<file path="src/qs_pkg.sv">
// Shared types and constants for the quicksort engine.
package qs_pkg;

  localparam int DATA_W = 32;

  typedef enum logic [4:0] {
    ST_IDLE,
    ST_PIV_RD,
    ST_PIV,
    ST_RD_J,
    ST_CMP,
    ST_RD_I,
    ST_SW_J,
    ST_SW_I,
    ST_FIN_RD,
    ST_FIN_LO,
    ST_FIN_I,
    ST_PUSH_L,
    ST_PUSH_R,
    ST_POP,
    ST_POP_WAIT,
    ST_EMIT_RD,
    ST_EMIT_LD
  } state_t;

  typedef struct packed {
    logic push;
    logic pop;
  } stk_ctrl_t;

endpackage

</file>
<file path="src/qs_ifs.sv">
// Valid/ready channel interfaces for the input and result items.
interface qs_in_if;
  logic                              valid;
  logic                              ready;
  logic signed [qs_pkg::DATA_W-1:0]  value;
  logic                              last;

  modport source (output valid, output value, output last, input ready);
  modport sink (input valid, input value, input last, output ready);
endinterface

interface qs_out_if;
  logic                              valid;
  logic                              ready;
  logic signed [qs_pkg::DATA_W-1:0]  value_res;
  logic                              last_res;
  logic                              overflow;

  modport source (output valid, output value_res, output last_res, output overflow,
                  input ready);
  modport sink (input valid, input value_res, input last_res, input overflow,
                output ready);
endinterface

</file>
<file path="src/qs_stack.sv">
// Stack of pending index ranges with one push or pop per cycle.
module qs_stack #(
  parameter int DEPTH = 33,
  parameter int IW    = 6
) (
  input  logic              clk,
  input  logic              rst_n,
  input  qs_pkg::stk_ctrl_t ctrl,
  input  logic [IW-1:0]     push_lo,
  input  logic [IW-1:0]     push_hi,
  output logic [IW-1:0]     pop_lo,
  output logic [IW-1:0]     pop_hi,
  output logic              empty
);

  localparam int AW = (DEPTH > 1) ? $clog2(DEPTH) : 1;
  localparam int TW = $clog2(DEPTH + 1);

  logic [2*IW-1:0] mem [DEPTH];
  logic [2*IW-1:0] rd_r;
  logic [TW-1:0]   top_r;
  logic [TW-1:0]   top_m1;

  assign top_m1 = top_r - TW'(1);
  assign empty  = (top_r == '0);
  assign pop_lo = rd_r[2*IW-1:IW];
  assign pop_hi = rd_r[IW-1:0];

  always_ff @(posedge clk) begin
    if (!rst_n) begin
      top_r <= '0;
    end else if (ctrl.push) begin
      top_r <= top_r + TW'(1);
    end else if (ctrl.pop) begin
      top_r <= top_m1;
    end
  end

  always_ff @(posedge clk) begin
    if (ctrl.push) begin
      mem[top_r[AW-1:0]] <= {push_lo, push_hi};
    end
    if (ctrl.pop) begin
      rd_r <= mem[top_m1[AW-1:0]];
    end
  end

endmodule

</file>
<file path="src/quicksort_engine.sv">
// Quicksort engine top level: element store, partition sequencer and output register.
//
// Input channel in_ch carries one signed 32-bit value per item plus a last
// mark. Items are stored at one per cycle while the block is idle. Items
// beyond MAX_ITEMS are dropped and the run is flagged as overflowed.
// On the last item the store is sorted in place by quicksort: first element
// of each range is the pivot, smaller values move left. Pending ranges are
// kept on a small stack. All element traffic goes through one store with a
// single write port and one registered read port, so a compare reads then
// tests, a swap reads, writes j and then writes i, and each range is opened,
// closed and popped in states of its own. Each result is then read from the
// store and loaded into the output register.
// in_ch.ready is low from the last item until the final result has been
// loaded into the output register.
// Results leave on out_ch in ascending order, the final one with last_res,
// all with overflow when values were dropped. A stalled receiver holds the
// output register and the sequencer waits; nothing is lost.
// Reset clears the stored count, overflow flag, stack and output valid.
module quicksort_engine #(
  parameter int MAX_ITEMS = 64
) (
  input  logic     clk,
  input  logic     rst_n,
  qs_in_if.sink    in_ch,
  qs_out_if.source out_ch
);

  localparam int DW        = qs_pkg::DATA_W;
  localparam int IW        = $clog2(MAX_ITEMS);
  localparam int CW        = $clog2(MAX_ITEMS + 1);
  localparam int STK_DEPTH = MAX_ITEMS / 2 + 1;

  qs_pkg::state_t    state_r, state_nxt;
  qs_pkg::stk_ctrl_t stk_ctrl;

  logic signed [DW-1:0] mem [MAX_ITEMS];
  logic signed [DW-1:0] rd_data_r;
  logic                 mem_we;
  logic [IW-1:0]        mem_waddr;
  logic signed [DW-1:0] mem_wdata;
  logic [IW-1:0]        mem_raddr;

  logic [CW-1:0]        count_r;
  logic                 ovf_r;
  logic [CW-1:0]        k_r;
  logic [IW-1:0]        lo_r, hi_r, i_r, j_r;
  logic signed [DW-1:0] pivot_r;
  logic signed [DW-1:0] vj_r;

  logic                 out_valid_r;
  logic signed [DW-1:0] out_value_r;
  logic                 out_last_r;
  logic                 out_ovf_r;

  logic                 in_acc;
  logic                 full;
  logic [IW-1:0]        first_hi;
  logic                 run_long;
  logic                 less;
  logic                 j_end;
  logic                 push_l_ok, push_r_ok;
  logic [IW-1:0]        push_lo, push_hi;
  logic [IW-1:0]        pop_lo, pop_hi;
  logic                 stk_empty;
  logic                 out_load;
  logic                 emit_last;

  assign in_acc    = in_ch.valid && in_ch.ready;
  assign full      = (count_r == CW'(MAX_ITEMS));
  assign first_hi  = full ? IW'(count_r - CW'(1)) : count_r[IW-1:0];
  assign run_long  = full || (count_r != '0);
  assign less      = (rd_data_r < pivot_r);
  assign j_end     = (j_r == hi_r);
  assign push_l_ok = ({1'b0, i_r} > ({1'b0, lo_r} + (IW+1)'(1)));
  assign push_r_ok = (({1'b0, i_r} + (IW+1)'(1)) < {1'b0, hi_r});
  assign emit_last = ((k_r + CW'(1)) == count_r);

  qs_stack #(
    .DEPTH (STK_DEPTH),
    .IW    (IW)
  ) u_stack (
    .clk     (clk),
    .rst_n   (rst_n),
    .ctrl    (stk_ctrl),
    .push_lo (push_lo),
    .push_hi (push_hi),
    .pop_lo  (pop_lo),
    .pop_hi  (pop_hi),
    .empty   (stk_empty)
  );

  always_comb begin
    state_nxt = state_r;
    case (state_r)
      qs_pkg::ST_IDLE: begin
        if (in_acc && in_ch.last) begin
          state_nxt = run_long ? qs_pkg::ST_PIV_RD : qs_pkg::ST_EMIT_RD;
        end
      end
      qs_pkg::ST_PIV_RD:   state_nxt = qs_pkg::ST_PIV;
      qs_pkg::ST_PIV:      state_nxt = qs_pkg::ST_RD_J;
      qs_pkg::ST_RD_J:     state_nxt = qs_pkg::ST_CMP;
      qs_pkg::ST_CMP: begin
        if (less) begin
          state_nxt = qs_pkg::ST_RD_I;
        end else begin
          state_nxt = j_end ? qs_pkg::ST_FIN_RD : qs_pkg::ST_RD_J;
        end
      end
      qs_pkg::ST_RD_I:     state_nxt = qs_pkg::ST_SW_J;
      qs_pkg::ST_SW_J:     state_nxt = qs_pkg::ST_SW_I;
      qs_pkg::ST_SW_I:     state_nxt = j_end ? qs_pkg::ST_FIN_RD : qs_pkg::ST_RD_J;
      qs_pkg::ST_FIN_RD:   state_nxt = qs_pkg::ST_FIN_LO;
      qs_pkg::ST_FIN_LO:   state_nxt = qs_pkg::ST_FIN_I;
      qs_pkg::ST_FIN_I:    state_nxt = qs_pkg::ST_PUSH_L;
      qs_pkg::ST_PUSH_L:   state_nxt = qs_pkg::ST_PUSH_R;
      qs_pkg::ST_PUSH_R: begin
        state_nxt = (stk_empty && !push_r_ok) ? qs_pkg::ST_EMIT_RD : qs_pkg::ST_POP;
      end
      qs_pkg::ST_POP:      state_nxt = qs_pkg::ST_POP_WAIT;
      qs_pkg::ST_POP_WAIT: state_nxt = qs_pkg::ST_PIV_RD;
      qs_pkg::ST_EMIT_RD:  state_nxt = qs_pkg::ST_EMIT_LD;
      qs_pkg::ST_EMIT_LD: begin
        if (out_load) begin
          state_nxt = emit_last ? qs_pkg::ST_IDLE : qs_pkg::ST_EMIT_RD;
        end
      end
      default:             state_nxt = qs_pkg::ST_IDLE;
    endcase
  end

  always_comb begin
    in_ch.ready   = 1'b0;
    mem_we        = 1'b0;
    mem_waddr     = j_r;
    mem_wdata     = rd_data_r;
    mem_raddr     = j_r;
    stk_ctrl.push = 1'b0;
    stk_ctrl.pop  = 1'b0;
    push_lo       = lo_r;
    push_hi       = IW'(i_r - IW'(1));
    out_load      = 1'b0;
    case (state_r)
      qs_pkg::ST_IDLE: begin
        in_ch.ready = 1'b1;
        mem_we      = in_ch.valid && !full;
        mem_waddr   = count_r[IW-1:0];
        mem_wdata   = in_ch.value;
      end
      qs_pkg::ST_PIV_RD: mem_raddr = lo_r;
      qs_pkg::ST_RD_I:   mem_raddr = i_r;
      qs_pkg::ST_SW_J: begin
        mem_we    = 1'b1;
        mem_waddr = j_r;
        mem_wdata = rd_data_r;
      end
      qs_pkg::ST_SW_I: begin
        mem_we    = 1'b1;
        mem_waddr = i_r;
        mem_wdata = vj_r;
      end
      qs_pkg::ST_FIN_RD: mem_raddr = i_r;
      qs_pkg::ST_FIN_LO: begin
        mem_we    = 1'b1;
        mem_waddr = lo_r;
        mem_wdata = rd_data_r;
      end
      qs_pkg::ST_FIN_I: begin
        mem_we    = 1'b1;
        mem_waddr = i_r;
        mem_wdata = pivot_r;
      end
      qs_pkg::ST_PUSH_L: begin
        stk_ctrl.push = push_l_ok;
      end
      qs_pkg::ST_PUSH_R: begin
        stk_ctrl.push = push_r_ok;
        push_lo       = IW'(i_r + IW'(1));
        push_hi       = hi_r;
      end
      qs_pkg::ST_POP:     stk_ctrl.pop = 1'b1;
      qs_pkg::ST_EMIT_RD: mem_raddr = k_r[IW-1:0];
      qs_pkg::ST_EMIT_LD: begin
        mem_raddr = k_r[IW-1:0];
        out_load  = !out_valid_r || out_ch.ready;
      end
      default: begin
        mem_we = 1'b0;
      end
    endcase
  end

  always_ff @(posedge clk) begin
    if (mem_we) begin
      mem[mem_waddr] <= mem_wdata;
    end
    rd_data_r <= mem[mem_raddr];
  end

  always_ff @(posedge clk) begin
    if (!rst_n) begin
      state_r     <= qs_pkg::ST_IDLE;
      count_r     <= '0;
      ovf_r       <= 1'b0;
      k_r         <= '0;
      out_valid_r <= 1'b0;
    end else begin
      state_r <= state_nxt;
      if (state_r == qs_pkg::ST_IDLE && in_acc) begin
        if (full) begin
          ovf_r <= 1'b1;
        end else begin
          count_r <= count_r + CW'(1);
        end
      end
      if (out_load) begin
        out_valid_r <= 1'b1;
        if (emit_last) begin
          k_r     <= '0;
          count_r <= '0;
          ovf_r   <= 1'b0;
        end else begin
          k_r <= k_r + CW'(1);
        end
      end else if (out_ch.ready) begin
        out_valid_r <= 1'b0;
      end
    end
  end

  always_ff @(posedge clk) begin
    case (state_r)
      qs_pkg::ST_IDLE: begin
        lo_r <= '0;
        hi_r <= first_hi;
      end
      qs_pkg::ST_PIV: begin
        pivot_r <= rd_data_r;
        i_r     <= lo_r;
        j_r     <= IW'(lo_r + IW'(1));
      end
      qs_pkg::ST_CMP: begin
        vj_r <= rd_data_r;
        if (less) begin
          i_r <= IW'(i_r + IW'(1));
        end else if (!j_end) begin
          j_r <= IW'(j_r + IW'(1));
        end
      end
      qs_pkg::ST_SW_I: begin
        if (!j_end) begin
          j_r <= IW'(j_r + IW'(1));
        end
      end
      qs_pkg::ST_POP_WAIT: begin
        lo_r <= pop_lo;
        hi_r <= pop_hi;
      end
      default: begin
        pivot_r <= pivot_r;
      end
    endcase
    if (out_load) begin
      out_value_r <= rd_data_r;
      out_last_r  <= emit_last;
      out_ovf_r   <= ovf_r;
    end
  end

  assign out_ch.valid     = out_valid_r;
  assign out_ch.value_res = out_value_r;
  assign out_ch.last_res  = out_last_r;
  assign out_ch.overflow  = out_ovf_r;

  a_range_valid: assert property (@(posedge clk) disable iff (!rst_n)
    (state_r == qs_pkg::ST_PIV_RD) |-> (lo_r < hi_r))
    else $error("partition started on a range shorter than two");

  a_scan_order: assert property (@(posedge clk) disable iff (!rst_n)
    (state_r == qs_pkg::ST_CMP) |-> ((i_r < j_r) && (j_r <= hi_r) && (lo_r <= i_r)))
    else $error("partition indexes out of order");

  a_count_bound: assert property (@(posedge clk) disable iff (!rst_n)
    count_r <= CW'(MAX_ITEMS))
    else $error("element count beyond capacity");

  a_run_clear: assert property (@(posedge clk) disable iff (!rst_n)
    (out_load && emit_last) |=> ((count_r == '0) && !ovf_r && (state_r == qs_pkg::ST_IDLE)))
    else $error("run state not cleared after final result");

endmodule
</file>
<file path="src/flat_wrapper.sv">
// flat-port wrapper written by rule: the top's interface ports become plain ports
module quicksort_engine_flat 
#(
  parameter int MAX_ITEMS = 64
)
  (clk, rst_n, in_ch_valid, in_ch_value, in_ch_last, in_ch_ready, out_ch_valid, out_ch_value_res, out_ch_last_res, out_ch_overflow, out_ch_ready);
  qs_in_if in_ch_i ();
  qs_out_if out_ch_i ();
  input  logic clk;
  input  logic rst_n;
  input wire logic [$bits(in_ch_i.valid)-1:0] in_ch_valid;
  input wire logic [$bits(in_ch_i.value)-1:0] in_ch_value;
  input wire logic [$bits(in_ch_i.last)-1:0] in_ch_last;
  output wire logic [$bits(in_ch_i.ready)-1:0] in_ch_ready;
  output wire logic [$bits(out_ch_i.valid)-1:0] out_ch_valid;
  output wire logic [$bits(out_ch_i.value_res)-1:0] out_ch_value_res;
  output wire logic [$bits(out_ch_i.last_res)-1:0] out_ch_last_res;
  output wire logic [$bits(out_ch_i.overflow)-1:0] out_ch_overflow;
  input wire logic [$bits(out_ch_i.ready)-1:0] out_ch_ready;
  assign in_ch_i.valid = in_ch_valid;
  assign in_ch_i.value = in_ch_value;
  assign in_ch_i.last = in_ch_last;
  assign in_ch_ready = in_ch_i.ready;
  assign out_ch_valid = out_ch_i.valid;
  assign out_ch_value_res = out_ch_i.value_res;
  assign out_ch_last_res = out_ch_i.last_res;
  assign out_ch_overflow = out_ch_i.overflow;
  assign out_ch_i.ready = out_ch_ready;
  quicksort_engine #(.MAX_ITEMS(MAX_ITEMS)) u_core (.clk(clk), .rst_n(rst_n), .in_ch(in_ch_i), .out_ch(out_ch_i));
endmodule
</file>
<file path="config.mk">
export PLATFORM = sky130hd
export DESIGN_NAME = quicksort_engine_flat
export DESIGN_NICKNAME = d
export VERILOG_FILES = /design/src/qs_pkg.sv /design/src/qs_ifs.sv /design/src/qs_stack.sv /design/src/quicksort_engine.sv /design/src/flat_wrapper.sv
export SDC_FILE = /design/constraint.sdc
export NUM_CORES = 2
export LEC_CHECK = 0
export ABC_AREA = 1
export BUFFER_PORTS_ARGS = -buffer_cell sky130_fd_sc_hd__buf_2
export CAP_MARGIN = 30
export CORE_MARGIN = 2
export CORE_UTILIZATION = 46
export CTS_BUF_LIST = sky130_fd_sc_hd__clkbuf_16
export DETAILED_ROUTE_END_ITERATION = 8
export PLACE_DENSITY = 0.67
export REMOVE_ABC_BUFFERS = 1
export SETUP_SLACK_MARGIN = 0.05
export SYNTH_ARGS = -nofsm -noshare
export SYNTH_HDL_FRONTEND = slang
export SYNTH_SLANG_ARGS = --single-unit
</file>
<file path="constraint.sdc">
create_clock -name clk -period 3.65 [get_ports clk]
set_input_delay 0.73 -clock clk [delete_from_list [all_inputs] [get_ports clk]]
set_output_delay 0.73 -clock clk [all_outputs]
set_load 0.005 [all_outputs]
</file>
==> results.yml <==
die:
  fp.coreArea_mm2: 0.248
  die-area_mm2: 0.253
  pin_count: 73
  die_w_um: 503
  die_h_um: 503
  rows: 183
  start_util_pct: 46.2
critical_path:
  cp-startpoint: "u_core.state_r[1]$_SDFFE_PN0P_"
  criticalPathCategory: "flop to flop"
  cp-end-kind: "flop"
  arrival_ns: 4.08
  worstPathRequired_ns: 4.27
  r2r_end: "u_core.mem[8][1]$_DFFE_PP_"
  crit_fanout: 16
  rrSetupSlack_ns: 0.20
  ff2ff_path_depth: 17
  cp-endpoint: "u_core.mem[8][1]$_DFFE_PP_"
  rr_startpoint: "u_core.state_r[1]$_SDFFE_PN0P_"
  start_kind: "flop"
drt:
  drtIter0Drc: 9323
  dr.pass1.iters: 6
  wl_per_cell_um: 22.5
  wl_um: 309000
  ant_nets: 0
  drt-vias-per-instance: 5.66
  drc: 0
  dr_total_vias: 77700
timing:
  fin_hold_ws_ns: 0.143
  setup_tns_ns: 0
  finClkSkew_ns: 0.101
  rsz0062_at_grt: "true"
  worstMarginPinSlew_ns: 1.03
  hold_violations: 0
  maxSlewViolCount: 0
  fin_crit_sh_pct: 94.6
  setup_viol_count_final: 0
  slew_headroom_pct: 31.0
  period_needed_ns: 3.45
  fmax_mhz: 289
logic_synthesis:
  synthCells: 10100
  netlist_area_mm2: 0.115
  ys_async_sr_fraction_pct: 0
  synth-edff-count: 2578
  seq_area_frac_synth_pct: 68.5
  yosysUniqueCellTypes: 47
  synth-seq-cells: 2637
  ys_warn_count: 0
  synth_ff_type: "edfxtp_1"
  syn_area_per_cell_um2: 11.4
worst_hold_path:
  min_path_type: "primary input to flop"
grt:
  antenna_found_initial: 4
  grt_max_degree: 198
  grt_pass1_vias: 75100
  grt_pass1_wl_um: 463000
  grt-ovfl-total: 0
  grt_usage_pct: 24.0
clocking:
  cts_hold_buf: 0
  cts_tree: "yes"
  cts_buffers: 283
  h-tree-depth: 5
  cts_buffer_depth: 4
  cts_root_buf: "clkbuf_16"
  insertion_delay_ns: 0.96
  cts_sinks: 2637
  clk_pin_slew_ns: 0.06
layout:
  fill_cells: 20600
  drive_gt1_share_pct: 9.74
  nNetsFinal: 10300
  area_growth_pct: 14.6
  final_cell_area_mm2: 0.131
placement:
  gp_congestion: 0.945
  hpwl_um: 181000
  placed_cell_area_mm2: 0.123
  port_buffers: 72
status:
  status: "completed"
run:
  cap_violations: 0
-- layout make-up --
cell class / count / area, um^2 / area share [%]
flip-flops and latches: 2637 / 78600 / 59.8
multi-input cells: 5472 / 29600 / 22.5
clock buffers: 290 / 7260 / 5.52
repair buffers: 498 / 5770 / 4.39
inverters: 1299 / 4900 / 3.72
well taps: 3330 / 4170 / 3.17
clock inverters: 194 / 1140 / 0.871
diodes: 3 / 7.51 / 0.00571
-- cells in the final DEF, fill, tap and decap left out, types with 17 or more instances in the layout --
cell,Yosys,final
o211ai_1,36,36
clkinv_1,1,58
nand2_1,1450,1449
o221ai_1,35,35
nand3b_1,769,769
clkinv_2,0,39
a21oi_1,39,37
nor2_1,431,365
buf_2,272,72
buf_4,3,251
inv_1,1287,1356
clkbuf_16,0,291
nand3_1,2224,2222
xor2_1,27,27
o32ai_1,62,62
nor3_1,17,17
ha_1,51,50
o2111ai_4,0,32
edfxtp_1,2578,2578
o21ai_0,169,155
dfxtp_1,59,58
buf_12,0,172
nor2_4,4,72
mux2i_1,34,34
-- cell usage after synthesis (3+ instances only) --
cell type / number / share of area [%]
o221ai_1: 35 / 0.27
dfxtp_1: 59 / 1.0
nor2_4: 4 / 0.039
o32ai_1: 62 / 0.47
buf_4: 3 / 0.020
o21a_1: 4 / 0.026
nand2_2: 4 / 0.022
nor4_1: 4 / 0.022
xnor2_1: 9 / 0.069
o2111ai_1: 35 / 0.27
a211oi_1: 10 / 0.065
o22ai_1: 9 / 0.049
edfxtp_1: 2578 / 67
o21ai_0: 169 / 0.74
inv_2: 10 / 0.033
nand3b_1: 769 / 5.0
buf_1: 68 / 0.22
xor2_1: 27 / 0.21
a31oi_1: 10 / 0.055
or2_2: 4 / 0.022
nand4_1: 12 / 0.065
nand3_1: 2224 / 9.7
mux2i_1: 34 / 0.30
nand3_2: 3 / 0.026
nor2_1: 431 / 1.4
o211ai_1: 36 / 0.24
nor3_1: 17 / 0.074
inv_1: 1287 / 4.2
buf_2: 272 / 1.2
clkbuf_1: 313 / 1.0
a21oi_1: 39 / 0.17
nand2_1: 1450 / 4.7
nor2_2: 5 / 0.027
ha_1: 51 / 0.56
-- state kept, by name, summed over array words and instances, names as in the netlist, 7 cells and up --
| name | cells |
|---|---|
| u_core.mem | 2048 |
| u_core.vj_r | 32 |
| u_core.out_ch.value_res | 32 |
| u_core.rd_data_r | 32 |
| u_core.pivot_r | 32 |
| u_core.u_stack.rd_r | 12 |
| u_core.u_stack.mem | 396 |
| u_core.k_r | 7 |
| u_core.count_r | 7 |
-- cells by family after synthesis --
family | count (synthesis) | synth area share, %
AOI/OAI and AO/OA | 419 | 2.41
adders and majority gates | 51 | 0.556
and+or+nand+nor | 4932 | 21.2
xor gates and xnor gates | 36 | 0.275
buffers and inverters | 1955 | 6.71
DFF | 2637 | 68.5
muxes | 34 | 0.297
-- routing by layer --
| layer | wire, um | up-vias | global-route usage (%) |
|---|---|---|---|
| li1 | - | 35400 | - |
| met4 | 12100 | 2 | 9.64 |
| met3 | 24700 | 634 | 3.56 |
| met2 | 148000 | 3558 | 39.3 |
| met1 | 124000 | 38100 | 32.4 |
| met5 | 13 | - | 0 |
-- critical path, stage by stage, from the launching register on --
cell and delay (ns):
dfxtp_1 0.41, inv_1 0.08, nor2_1 0.13, inv_1 0.09
nor2_1 0.09, inv_1 0.09, nor2_1 0.18, clkinv_2 0.16
nand2_2 0.18, nor2_4 0.05, nand2_1 0.15, nor2_1 0.06
or2_2 0.34, nor2_1 0.19, nand2_1 0.19, buf_4 0.29
nor2_4 0.23, buf_12 0.22
-- metrics by stage --
stage	std cells	utilization (%)	worst slack, ns
floorplan	9408	-	-30.28
detailed placement	13200	49.5	-0.0170
global route	13700	53.0	0.0312
CTS	13700	52.9	0.0964
global placement	13200	49.5	0.0290
finish	13700	53.0	0.195
-- worst min-delay path by stage --
stage / from / to / slack [ns] / depth (start not counted)
after floorplan: u_core.ovf_r$_SDFF_PN0_ / u_core.out_ch.overflow$_DFFE_PP_ / 0.41 / 0
after global placement: u_core.ovf_r$_SDFF_PN0_ / u_core.out_ch.overflow$_DFFE_PP_ / 0.43 / 0
after detailed placement: u_core.ovf_r$_SDFF_PN0_ / u_core.out_ch.overflow$_DFFE_PP_ / 0.43 / 0
after CTS: rst_n / u_core.u_stack.top_r[0]$_SDFFE_PN0P_ / 0.08 / 3
after global routing: rst_n / u_core.u_stack.top_r[0]$_SDFFE_PN0P_ / 0.12 / 3
final: rst_n / u_core.u_stack.top_r[0]$_SDFFE_PN0P_ / 0.14 / 3
-- what timing repair did --
| item | CTS | global route |
|---|---|---|
| pin swaps | 1 | 3 |
| endpoints found under the setup margin | 116 | 1459 |
| gates resized for setup | 1 | 4 |
| setup buffers | 1 | 2 |
| cloned | 0 | 1 |
Power is left out: the tool's default activity adds up to more than one toggle a clock period on the data nets, which glitch-free logic cannot reach.
